**src/rvdec_pkg.sv**
```systemverilog
`default_nettype none

package rvdec_pkg;

  // Major opcodes, instruction bits 6 to 0.
  localparam logic [6:0] OPC_MASK     = 7'h7F;
  localparam logic [6:0] OPC_LOAD     = 7'h03;
  localparam logic [6:0] OPC_MISC_MEM = 7'h0F;
  localparam logic [6:0] OPC_OP_IMM   = 7'h13;
  localparam logic [6:0] OPC_AUIPC    = 7'h17;
  localparam logic [6:0] OPC_OP_IMM32 = 7'h1B;
  localparam logic [6:0] OPC_STORE    = 7'h23;
  localparam logic [6:0] OPC_OP       = 7'h33;
  localparam logic [6:0] OPC_LUI      = 7'h37;
  localparam logic [6:0] OPC_OP_32    = 7'h3B;
  localparam logic [6:0] OPC_BRANCH   = 7'h63;
  localparam logic [6:0] OPC_JALR     = 7'h67;
  localparam logic [6:0] OPC_JAL      = 7'h6F;
  localparam logic [6:0] OPC_SYSTEM   = 7'h73;

  // Upper-immediate mask and the two exact environment call words.
  localparam logic [31:0] U_MASK   = 32'hFFFF_F000;
  localparam logic [31:0] W_ECALL  = 32'h0000_0073;
  localparam logic [31:0] W_EBREAK = 32'h0010_0073;

  // Function field values that select the base or alternate operation.
  localparam logic [6:0] F7_BASE  = 7'h00;
  localparam logic [6:0] F7_ALT   = 7'h20;
  localparam logic [5:0] F6_BASE  = 6'h00;
  localparam logic [5:0] F6_ALT   = 6'h10;

  // Dense operation code, zero meaning an unrecognised word.
  typedef enum logic [5:0] {
    OP_UNKNOWN = 6'd0,
    OP_LUI, OP_AUIPC, OP_JAL, OP_JALR,
    OP_BEQ, OP_BNE, OP_BLT, OP_BGE, OP_BLTU, OP_BGEU,
    OP_LB, OP_LH, OP_LW, OP_LD, OP_LBU, OP_LHU, OP_LWU,
    OP_SB, OP_SH, OP_SW, OP_SD,
    OP_ADDI, OP_SLTI, OP_SLTIU, OP_XORI, OP_ORI, OP_ANDI,
    OP_SLLI, OP_SRLI, OP_SRAI,
    OP_ADDIW, OP_SLLIW, OP_SRLIW, OP_SRAIW,
    OP_ADD, OP_SUB, OP_SLL, OP_SLT, OP_SLTU, OP_XOR,
    OP_SRL, OP_SRA, OP_OR, OP_AND,
    OP_ADDW, OP_SUBW, OP_SLLW, OP_SRLW, OP_SRAW,
    OP_FENCE, OP_FENCE_I, OP_ECALL, OP_EBREAK, OP_SYSTEM
  } op_kind_t;

endpackage : rvdec_pkg

`default_nettype wire

```
**src/rvdec_decode.sv**
```systemverilog
`default_nettype none

module rvdec_decode
  import rvdec_pkg::*;
(
  input  wire logic [31:0] instr,
  output op_kind_t         op_kind,
  output logic [31:0]      immediate
);

  // Format immediates, each sign-extended from its top instruction bit.
  function automatic logic [31:0] imm_i(input logic [31:0] w);
    imm_i = {{20{w[31]}}, w[31:20]};
  endfunction

  function automatic logic [31:0] imm_s(input logic [31:0] w);
    imm_s = {{20{w[31]}}, w[31:25], w[11:7]};
  endfunction

  function automatic logic [31:0] imm_b(input logic [31:0] w);
    imm_b = {{19{w[31]}}, w[31], w[7], w[30:25], w[11:8], 1'b0};
  endfunction

  function automatic logic [31:0] imm_j(input logic [31:0] w);
    imm_j = {{11{w[31]}}, w[31], w[19:12], w[20], w[30:21], 1'b0};
  endfunction

  // Per-funct3 operation tables of the regular opcode groups.
  function automatic op_kind_t branch_op(input logic [2:0] f3);
    case (f3)
      3'd0:    branch_op = OP_BEQ;
      3'd1:    branch_op = OP_BNE;
      3'd4:    branch_op = OP_BLT;
      3'd5:    branch_op = OP_BGE;
      3'd6:    branch_op = OP_BLTU;
      3'd7:    branch_op = OP_BGEU;
      default: branch_op = OP_UNKNOWN;
    endcase
  endfunction

  function automatic op_kind_t load_op(input logic [2:0] f3);
    case (f3)
      3'd0:    load_op = OP_LB;
      3'd1:    load_op = OP_LH;
      3'd2:    load_op = OP_LW;
      3'd3:    load_op = OP_LD;
      3'd4:    load_op = OP_LBU;
      3'd5:    load_op = OP_LHU;
      3'd6:    load_op = OP_LWU;
      default: load_op = OP_UNKNOWN;
    endcase
  endfunction

  function automatic op_kind_t store_op(input logic [2:0] f3);
    case (f3)
      3'd0:    store_op = OP_SB;
      3'd1:    store_op = OP_SH;
      3'd2:    store_op = OP_SW;
      3'd3:    store_op = OP_SD;
      default: store_op = OP_UNKNOWN;
    endcase
  endfunction

  function automatic op_kind_t alui_op(input logic [2:0] f3);
    case (f3)
      3'd0:    alui_op = OP_ADDI;
      3'd2:    alui_op = OP_SLTI;
      3'd3:    alui_op = OP_SLTIU;
      3'd4:    alui_op = OP_XORI;
      3'd6:    alui_op = OP_ORI;
      3'd7:    alui_op = OP_ANDI;
      default: alui_op = OP_UNKNOWN;
    endcase
  endfunction

  function automatic op_kind_t r_op(input logic [2:0] f3);
    case (f3)
      3'd0:    r_op = OP_ADD;
      3'd1:    r_op = OP_SLL;
      3'd2:    r_op = OP_SLT;
      3'd3:    r_op = OP_SLTU;
      3'd4:    r_op = OP_XOR;
      3'd5:    r_op = OP_SRL;
      3'd6:    r_op = OP_OR;
      default: r_op = OP_AND;
    endcase
  endfunction

  logic [6:0] opcode;
  logic [2:0] f3;
  logic [6:0] f7;
  logic [5:0] f6;
  logic [31:0] shamt6;
  logic [31:0] shamt5;

  assign opcode = instr[6:0] & OPC_MASK;
  assign f3     = instr[14:12];
  assign f7     = instr[31:25];
  assign f6     = instr[31:26];
  assign shamt6 = {26'd0, instr[25:20]};
  assign shamt5 = {27'd0, instr[24:20]};

  // Opcode group decode. The immediate stays zero unless a known operation
  // of a format that carries one is matched.
  always_comb begin
    op_kind   = OP_UNKNOWN;
    immediate = '0;
    case (opcode)
      OPC_LUI: begin
        op_kind   = OP_LUI;
        immediate = instr & U_MASK;
      end
      OPC_AUIPC: begin
        op_kind   = OP_AUIPC;
        immediate = instr & U_MASK;
      end
      OPC_JAL: begin
        op_kind   = OP_JAL;
        immediate = imm_j(instr);
      end
      OPC_JALR: begin
        if (f3 == 3'd0) begin
          op_kind   = OP_JALR;
          immediate = imm_i(instr);
        end
      end
      OPC_BRANCH: begin
        op_kind = branch_op(f3);
        if (op_kind != OP_UNKNOWN) immediate = imm_b(instr);
      end
      OPC_LOAD: begin
        op_kind = load_op(f3);
        if (op_kind != OP_UNKNOWN) immediate = imm_i(instr);
      end
      OPC_STORE: begin
        op_kind = store_op(f3);
        if (op_kind != OP_UNKNOWN) immediate = imm_s(instr);
      end
      OPC_OP_IMM: begin
        // 64-bit shifts check funct6 and give a six-bit shift amount.
        if (f3 == 3'd1) begin
          if (f6 == F6_BASE) begin
            op_kind   = OP_SLLI;
            immediate = shamt6;
          end
        end else if (f3 == 3'd5) begin
          if (f6 == F6_BASE) begin
            op_kind   = OP_SRLI;
            immediate = shamt6;
          end else if (f6 == F6_ALT) begin
            op_kind   = OP_SRAI;
            immediate = shamt6;
          end
        end else begin
          op_kind = alui_op(f3);
          if (op_kind != OP_UNKNOWN) immediate = imm_i(instr);
        end
      end
      OPC_OP_IMM32: begin
        // Word shifts check funct7 and give a five-bit shift amount.
        if (f3 == 3'd0) begin
          op_kind   = OP_ADDIW;
          immediate = imm_i(instr);
        end else if (f3 == 3'd1) begin
          if (f7 == F7_BASE) begin
            op_kind   = OP_SLLIW;
            immediate = shamt5;
          end
        end else if (f3 == 3'd5) begin
          if (f7 == F7_BASE) begin
            op_kind   = OP_SRLIW;
            immediate = shamt5;
          end else if (f7 == F7_ALT) begin
            op_kind   = OP_SRAIW;
            immediate = shamt5;
          end
        end
      end
      OPC_OP: begin
        if (f7 == F7_BASE) begin
          op_kind = r_op(f3);
        end else if (f7 == F7_ALT) begin
          if (f3 == 3'd0) op_kind = OP_SUB;
          else if (f3 == 3'd5) op_kind = OP_SRA;
        end
      end
      OPC_OP_32: begin
        if (f7 == F7_BASE) begin
          if (f3 == 3'd0) op_kind = OP_ADDW;
          else if (f3 == 3'd1) op_kind = OP_SLLW;
          else if (f3 == 3'd5) op_kind = OP_SRLW;
        end else if (f7 == F7_ALT) begin
          if (f3 == 3'd0) op_kind = OP_SUBW;
          else if (f3 == 3'd5) op_kind = OP_SRAW;
        end
      end
      OPC_MISC_MEM: begin
        if (f3 == 3'd0) op_kind = OP_FENCE;
        else if (f3 == 3'd1) op_kind = OP_FENCE_I;
      end
      OPC_SYSTEM: begin
        // Exact words first, then any other word with funct3 of zero.
        if (instr == W_ECALL) op_kind = OP_ECALL;
        else if (instr == W_EBREAK) op_kind = OP_EBREAK;
        else if (f3 == 3'd0) op_kind = OP_SYSTEM;
      end
      default: begin
        op_kind = OP_UNKNOWN;
      end
    endcase
  end

endmodule : rvdec_decode

`default_nettype wire

```
**src/rv64i_instruction_decoder_core.sv**
```systemverilog
// RV64I instruction decoder. A transaction is taken on every clock edge at
// which start is high; busy is never raised, so one instruction word can be
// accepted in every cycle. Each word yields exactly one result, shown on the
// out_ ports for a single cycle with out_valid high, once the word has passed
// through the input register, the decode logic and the result register. The
// receiver cannot stall the block and must take every result in the cycle it
// appears.
`default_nettype none

module rv64i_instruction_decoder_core
  import rvdec_pkg::*;
(
  input  wire logic        clk,
  input  wire logic        rst_n,
  input  wire logic        start,
  output logic             busy,
  input  wire logic [31:0] in_instr,
  output logic             out_valid,
  output logic [5:0]       out_op_kind,
  output logic [4:0]       out_dest_reg,
  output logic [4:0]       out_src_reg_a,
  output logic [4:0]       out_src_reg_b,
  output logic signed [31:0] out_immediate
);

  logic        in_valid_r;
  logic        in_valid_nxt;
  logic [31:0] in_instr_r;
  logic        out_valid_r;
  logic [5:0]  op_kind_r;
  logic [4:0]  dest_reg_r;
  logic [4:0]  src_reg_a_r;
  logic [4:0]  src_reg_b_r;
  logic [31:0] immediate_r;
  op_kind_t    dec_op_kind;
  logic [31:0] dec_immediate;

  // The pipeline never holds off a new transaction.
  assign busy         = 1'b0;
  assign in_valid_nxt = start & ~busy;

  // Input register.
  always_ff @(posedge clk) begin
    if (!rst_n) begin
      in_valid_r <= 1'b0;
    end else begin
      in_valid_r <= in_valid_nxt;
    end
    if (in_valid_nxt) begin
      in_instr_r <= in_instr;
    end
  end

  // Decode logic between the two register stages.
  rvdec_decode u_decode (
    .instr     (in_instr_r),
    .op_kind   (dec_op_kind),
    .immediate (dec_immediate)
  );

  // Result register; the register fields are raw instruction bits.
  always_ff @(posedge clk) begin
    if (!rst_n) begin
      out_valid_r <= 1'b0;
    end else begin
      out_valid_r <= in_valid_r;
    end
    if (in_valid_r) begin
      op_kind_r   <= dec_op_kind;
      dest_reg_r  <= in_instr_r[11:7];
      src_reg_a_r <= in_instr_r[19:15];
      src_reg_b_r <= in_instr_r[24:20];
      immediate_r <= dec_immediate;
    end
  end

  assign out_valid     = out_valid_r;
  assign out_op_kind   = op_kind_r;
  assign out_dest_reg  = dest_reg_r;
  assign out_src_reg_a = src_reg_a_r;
  assign out_src_reg_b = src_reg_b_r;
  assign out_immediate = immediate_r;

endmodule : rv64i_instruction_decoder_core

`default_nettype wire

```
**config.mk**
```make
export PLATFORM = sky130hd
export DESIGN_NAME = rv64i_instruction_decoder_core
export DESIGN_NICKNAME = d
export VERILOG_FILES = /design/src/rvdec_pkg.sv /design/src/rvdec_decode.sv /design/src/rv64i_instruction_decoder_core.sv
export SDC_FILE = /design/constraint.sdc
export NUM_CORES = 1
export LEC_CHECK = 0
export BUFFER_PORTS_ARGS = -buffer_cell sky130_fd_sc_hd__buf_2
export CORE_MARGIN = 2
export CORE_UTILIZATION = 30
export DETAILED_ROUTE_END_ITERATION = 10
export PLACE_DENSITY = 0.59
export SETUP_SLACK_MARGIN = 0.3
export SYNTH_ARGS = -nofsm -noshare
export SYNTH_HDL_FRONTEND = slang
export SYNTH_SLANG_ARGS = --single-unit
```
**constraint.sdc**
```tcl
create_clock -name clk -period 2.9 [get_ports clk]
set_input_delay 0.145 -clock clk [delete_from_list [all_inputs] [get_ports clk]]
set_output_delay 0.145 -clock clk [all_outputs]
set_load 0.005 [all_outputs]
```
==> flow_metrics.env, run 1 <==
export IMPL_holdPathStages=1
export IMPL_vias=3135
export IMPL_routed_wl_um=10800
export IMPL_report_final_hold_viol_count=0
export IMPL_power_density_nw_per_um2=573
export IMPL_area_used_by_multi_input_combinational_logic_um2=1320
export IMPL_max_slew_margin=0.479
export IMPL_firstDrtPassIters=5
export IMPL_pin_count=90
export IMPL_start_kind="flip-flop"
export IMPL_async_reset_ff_frac=0
export IMPL_cts_htree_levels=3
export IMPL_post_synth_main_area_contributors="sky130_fd_sc_hd__edfxtp_1 (62%), sky130_fd_sc_hd__nand2_1 (3.2%), sky130_fd_sc_hd__a21o_1 (2.4%)"
export IMPL_hold_path_class="primary input to flip-flop"
export IMPL_required_ns=3.00
export IMPL_synth_cells=319
export IMPL_placed_cell_area_um2=4660
export IMPL_globalRoute_totalOverflow=0
export IMPL_timing_clock_skew_ns=0.00656
export IMPL_postCtsSetupBuffers=0
export IMPL_gr_usage_all_layers=0.150
export IMPL_maxSlewViolCount=0
export IMPL_standard_cell_rows=42
export IMPL_timing_critical_path_arrival_ns=2.55
export IMPL_post_drt_via_cell_ratio=5.06
export IMPL_postLayoutSetupSlackWorst_ns=0.452
export IMPL_setup_worst_path_end_class="flip-flop"
export IMPL_ys_types=69
export IMPL_clock_path_buffers=2
export IMPL_min_clock_period_post_route_ns=2.45
export IMPL_layout_filler_cells=1276
export IMPL_area_growth_pct=29.4
export IMPL_syn_num_nets=354
export IMPL_area_of_the_die_um2=14600
export IMPL_stdcell_area_um2=5300
export IMPL_grt_setup_unrepaired="no"
export IMPL_synth_ff_latch_count=87
export IMPL_worstSetupPathType="flip-flop to flip-flop"
export IMPL_number_of_buffers_inserted_by_hold_repair_at_cts=33
export IMPL_peakVddDrop_mv=0.317
export IMPL_synth_avg_cell_area_um2=12.8
export IMPL_preCtsSetupSlack_ns=0.504
export IMPL_outcome="completed"
export IMPL_grt_start_max_net_pins=49
export IMPL_synth_edff_count=85
export IMPL_initial_antenna_violation_count=0
export IMPL_die_width_um=121
export IMPL_fin_hold_ws_ns=0.421
export IMPL_max_cap_violations=0
export IMPL_tritoncts_num_buffers=9
export IMPL_clock_fmax_mhz=408
export IMPL_most_area_hungry_cell_type_in_the_yosys_netlist="sky130_fd_sc_hd__edfxtp_1"
export IMPL_critical_path_peak_fanout=12
export IMPL_start_util=0.308
export IMPL_via_count_of_the_first_global_routing_pass=3022
export IMPL_worst_slew_pin_slew_ns=0.782
export IMPL_ys_warns=0
export IMPL_final_min_period_over_clock_period=0.844
export IMPL_synth_top_cells_by_count="sky130_fd_sc_hd__edfxtp_1 (85), sky130_fd_sc_hd__nand2_1 (35), sky130_fd_sc_hd__nor2_1 (16)"
export IMPL_coreArea_um2=13300
export IMPL_total_leakage_power_nw=2.05
export IMPL_dpl_cell_count=571
export IMPL_area_sequential_um2=2590
export IMPL_count_of_buffers_inserted_at_the_top_level_ports=88
export IMPL_clock_slew_at_reported_path_ffs_ns=0.06
export IMPL_setup_viol=0
export IMPL_antenna_diode_count=0
export IMPL_synthDominantCellAreaShare=0.623
export IMPL_cts_repair_resized=0
export IMPL_insertion_delay_ns=0.35
export IMPL_setup_total_negative_slack_ns=0
export IMPL_layout_drive_gt1_share=0.284
export IMPL_clock_sinks=87
export IMPL_antenna_left=0
export IMPL_final_instance_count_excl_fill=620
export IMPL_nets=474
export IMPL_synth_yosys_seq_area_share=0.633
export IMPL_drc_errors=0
export IMPL_ff2ff_path_depth=6
export IMPL_grt_first_pass_wirelength_um=16500
export IMPL_clock_root_buffer="sky130_fd_sc_hd__clkbuf_16"
export IMPL_detailedPlacementHpwl_um=7580
export IMPL_finalWeightedCongestion=0.881
export IMPL_postSynth_topFlopCell="sky130_fd_sc_hd__edfxtp_1"
export IMPL_synthesized_area_um2=4100
export IMPL_wire_per_inst_um=17.4
export IMPL_cts_tree="yes"
export IMPL_yosysMostFrequentCell="sky130_fd_sc_hd__edfxtp_1"
export IMPL_drt_iter0_drc=302
export IMPL_die_height_um=121
-- cells in the final DEF (no fill, tap or decap), drive strengths merged, types with 4 or more instances in the layout --
master        n
or3           5
dlygate4sd3  33
nor2b         6
a21o         13
nand4        11
o21ai         8
nor3          9
nor4          7
buf          99
edfxtp       85
nor2         16
nand3b        4
nand2        35
a21oi        13
inv           5
clkbuf       13
and2          9
a211oi        5
a22o          5
-- report_power, final --
part | internal (mW) | leakage, nW | switching, mW
clock | 0.721 | 0.151 | 0.477
combinational | 0.137 | 1.11 | 0.152
sequential | 1.48 | 0.782 | 0.0759
total | 2.34 | 2.05 | 0.704
-- path summary, 6_finish.rpt --
| kind | from | to | slack (ns) |
|---|---|---|---|
| max reg2reg | in_instr_r[14]$_DFFE_PP_ | out_immediate[3]$_DFFE_PP_ | 0.45 |
| min reg2reg | in_instr_r[9]$_DFFE_PP_ | out_dest_reg[2]$_DFFE_PP_ | 0.49 |
| min | start | in_instr_r[19]$_DFFE_PP_ | 0.42 |
| max | in_instr_r[14]$_DFFE_PP_ | out_immediate[3]$_DFFE_PP_ | 0.45 |
-- area by class of cell --
type,instances,area share
Clock buffer,13,0.0491
Clock inverter,3,0.00897
Inverter,3,0.00212
Multi-Input combinational cell,206,0.248
Sequential cell,87,0.489
Tap cell,176,0.0415
Timing Repair Buffer,132,0.161
-- metrics by stage --
step / power [mW] / util
3_5_place_dp: 1.83 / 0.351
4_1_cts: 3.08 / 0.399
2_1_floorplan: 1.71 / -
3_3_place_gp: 1.83 / 0.351
5_1_grt: 3.16 / 0.399
6_report: 3.04 / 0.399
-- metal layers --
layer | global-route usage | up-vias | share of wire
met5 | 0 | - | 0
met3 | 0.0320 | 15 | 0.060
met1 | 0.203 | 1512 | 0.45
met4 | 0.0669 | 0 | 0.021
li1 | - | 1484 | -
met2 | 0.231 | 124 | 0.47
-- worst max-delay path, stage by stage, from the launching register on --
cell and delay (ns):
sky130_fd_sc_hd__edfxtp_1 0.56, sky130_fd_sc_hd__buf_4 0.24, sky130_fd_sc_hd__and2b_1 0.27, sky130_fd_sc_hd__o31ai_1 0.12, sky130_fd_sc_hd__a211oi_1 0.51, sky130_fd_sc_hd__nand3b_1 0.26
sky130_fd_sc_hd__a22o_1 0.24
-- logic make-up after synthesis --
family	after synthesis	synth area share
AND/OR/NAND/NOR	127	0.175
flip-flops	87	0.633
AO/OA/AOI/OAI	76	0.140
buffers and inverters	26	0.0464
XOR/XNOR	2	0.00428
other	1	0.000915
(Power assumes the default switching activity.)
==> run 2: changes to the inputs <==
- clock period: 2.9 -> 2.4 ns (I/O delays scaled with it)
==> flow_metrics.env, run 2 (synthesis results as in run 1) <==
export IMPL_clock_root_buffer="sky130_fd_sc_hd__clkbuf_16"
export IMPL_antenna_left=0
export IMPL_power_density_nw_per_um2=641
export IMPL_share_seq_of_total_power=0.500
export IMPL_ff2ff_path_depth=5
export IMPL_via_count_of_the_first_global_routing_pass=3283
export IMPL_timing_clock_skew_ns=0.00734
export IMPL_reg2reg_to="out_op_kind[1]$_DFFE_PP_"
export IMPL_leading_cell_type_in_the_layout_fill_and_taps_excluded="sky130_fd_sc_hd__buf_2"
export IMPL_grt_setup_unrepaired="yes"
export IMPL_finalWeightedCongestion=0.946
export IMPL_clock_sinks=87
export IMPL_worst_slew_pin_slew_ns=0.803
export IMPL_preCtsSetupSlack_ns=0.0976
export IMPL_antenna_diode_count=0
export IMPL_postLayoutSetupSlackWorst_ns=0.304
export IMPL_final_core_utilization=0.435
export IMPL_report_final_hold_viol_count=0
export IMPL_placed_cell_area_um2=4800
export IMPL_dpl_cell_count=589
export IMPL_initial_antenna_violation_count=0
export IMPL_final_instance_count_excl_fill=670
export IMPL_grt_start_max_net_pins=34
export IMPL_area_growth_pct=41.3
export IMPL_required_ns=2.47
export IMPL_maxSlewViolCount=0
export IMPL_wire_per_inst_um=17.4
export IMPL_clkPwrFrac=0.373
export IMPL_start_util=0.308
export IMPL_holdPathStages=1
export IMPL_max_slew_margin=0.464
export IMPL_power_share_combinational=0.127
export IMPL_total_leakage_power_nw=2.31
export IMPL_setup_worst_path_end_class="flip-flop"
export IMPL_clock_fmax_mhz=477
export IMPL_worstSetupPathType="flip-flop to flip-flop"
export IMPL_drt_iter0_drc=261
export IMPL_layout_filler_cells=1231
export IMPL_cts_tree="yes"
export IMPL_clock_path_buffers=2
export IMPL_switching_share=0.238
export IMPL_vias=3377
export IMPL_detailedPlacementHpwl_um=7960
export IMPL_pin_count=90
export IMPL_min_clock_period_post_route_ns=2.10
export IMPL_netSwitchingPower_mw=0.885
export IMPL_timing_critical_path_slowest_stage_cell="sky130_fd_sc_hd__a221oi_1"
export IMPL_standard_cell_rows=42
export IMPL_layout_drive_gt1_share=0.387
export IMPL_power_report_internal_total_mw=2.83
export IMPL_tritoncts_num_buffers=9
export IMPL_outcome="completed"
export IMPL_gr_usage_all_layers=0.161
export IMPL_area_of_the_die_um2=14600
export IMPL_peakVddDrop_mv=0.406
export IMPL_regToRegStartpoint="in_instr_r[1]$_DFFE_PP_"
export IMPL_hold_path_startpoint="start"
export IMPL_firstDrtPassIters=5
export IMPL_nets=524
export IMPL_count_of_buffers_inserted_at_the_top_level_ports=88
export IMPL_min_delay_worst_endpoint="in_instr_r[15]$_DFFE_PP_"
export IMPL_grt_first_pass_wirelength_um=17700
export IMPL_globalRoute_totalOverflow=0
export IMPL_routed_wl_um=11600
export IMPL_worst_r2r_setup_slack_ns=0.30
export IMPL_die_height_um=121
export IMPL_layout_common_cells="sky130_fd_sc_hd__buf_2 (88), sky130_fd_sc_hd__edfxtp_1 (85), sky130_fd_sc_hd__buf_4 (57)"
export IMPL_stdcell_area_um2=5790
export IMPL_coreArea_um2=13300
export IMPL_drc_errors=0
export IMPL_worst_path_largest_cell_delay_ns=0.44
export IMPL_setup_total_negative_slack_ns=0
export IMPL_start_kind="flip-flop"
export IMPL_final_min_period_over_clock_period=0.873
export IMPL_cts_htree_levels=3
export IMPL_post_drt_via_cell_ratio=5.04
export IMPL_critical_path_peak_fanout=9
export IMPL_hold_path_class="primary input to flip-flop"
export IMPL_die_width_um=121
export IMPL_clock_slew_at_reported_path_ffs_ns=0.06
export IMPL_setup_viol=0
export IMPL_max_cap_violations=0
export IMPL_insertion_delay_ns=0.35
export IMPL_crit_path_cell_trace="and4b_1, and3_2, a221oi_1, o31a_1, nand3_1"
export IMPL_timing_critical_path_arrival_ns=2.17
## run 2: changes by cell type in the layout (fill, tap and decap cells not counted), sizes merged
cell	change
clkinv	+2
buf	+50
clkbuf	-2
## run 2: timing repair
item                                    in CTS  in global routing
pin swaps                                    5                  7
endpoints found under the setup margin      32                 37
resized for setup                           11                 21
hold endpoints to repair                    34                  0
setup buffers                               19                 12
cloned                                       1                  0
hold buffers                                33                  0
## run 2: how the worst max path moves through the flow
stage / startpoint / end / slack, ns / depth (start not counted)
2_1_floorplan: in_instr_r[3]$_DFFE_PP_ / out_immediate[20]$_DFFE_PP_ / 0.36 / 8
6_report: in_instr_r[1]$_DFFE_PP_ / out_op_kind[1]$_DFFE_PP_ / 0.30 / 5
5_1_grt: in_instr_r[13]$_DFFE_PP_ / out_immediate[30]$_DFFE_PP_ / 0.22 / 7
3_3_place_gp: in_instr_r[13]$_DFFE_PP_ / out_immediate[19]$_DFFE_PP_ / 0.16 / 7
4_1_cts: in_instr_r[13]$_DFFE_PP_ / out_immediate[31]$_DFFE_PP_ / 0.29 / 7
3_5_place_dp: in_instr_r[13]$_DFFE_PP_ / out_immediate[18]$_DFFE_PP_ / 0.1 / 7
## run 2: critical path, delay by kind of cell (launching register included)
kind | cells | cell delay [ns]
DFF | 1 | 0.42
AOI/OAI and AO/OA | 2 | 0.66
and+or+nand+nor | 3 | 0.75
## run 2: power groups by stage
stage | registers, mW | clock network [mW] | logic (mW)
2_1_floorplan | 1.88 | 0 | 0.179
3_3_place_gp | 1.90 | 0 | 0.340
3_5_place_dp | 1.90 | 0 | 0.339
4_1_cts | 1.86 | 1.42 | 0.426
5_1_grt | 1.87 | 1.48 | 0.511
6_report | 1.86 | 1.38 | 0.473
## run 2: through the flow
step	total power, mW	hold WS (ns)
floorplan	2.06	0.219
global placement	2.24	0.297
detailed placement	2.24	0.299
CTS	3.71	0.417
global route	3.86	0.447
finish	3.71	0.409
## run 2: final cells by class
type	instances	area (µm²)	area share
well taps	176	220	0.0380
clock inverters	5	55.1	0.00951
inverters	3	11.3	0.00195
clock buffers	11	233	0.0402
multi-input cells	206	1430	0.247
repair buffers	182	1240	0.215
flip-flops and latches	87	2590	0.448
## run 2: metal layers
metal / part of all wire / routed length (µm) / GRT usage
met4: 0.029 / 340 / 0.0756
met3: 0.057 / 658 / 0.0395
met1: 0.44 / 5160 / 0.215
met5: 0 / 0 / 0
met2: 0.47 / 5480 / 0.246
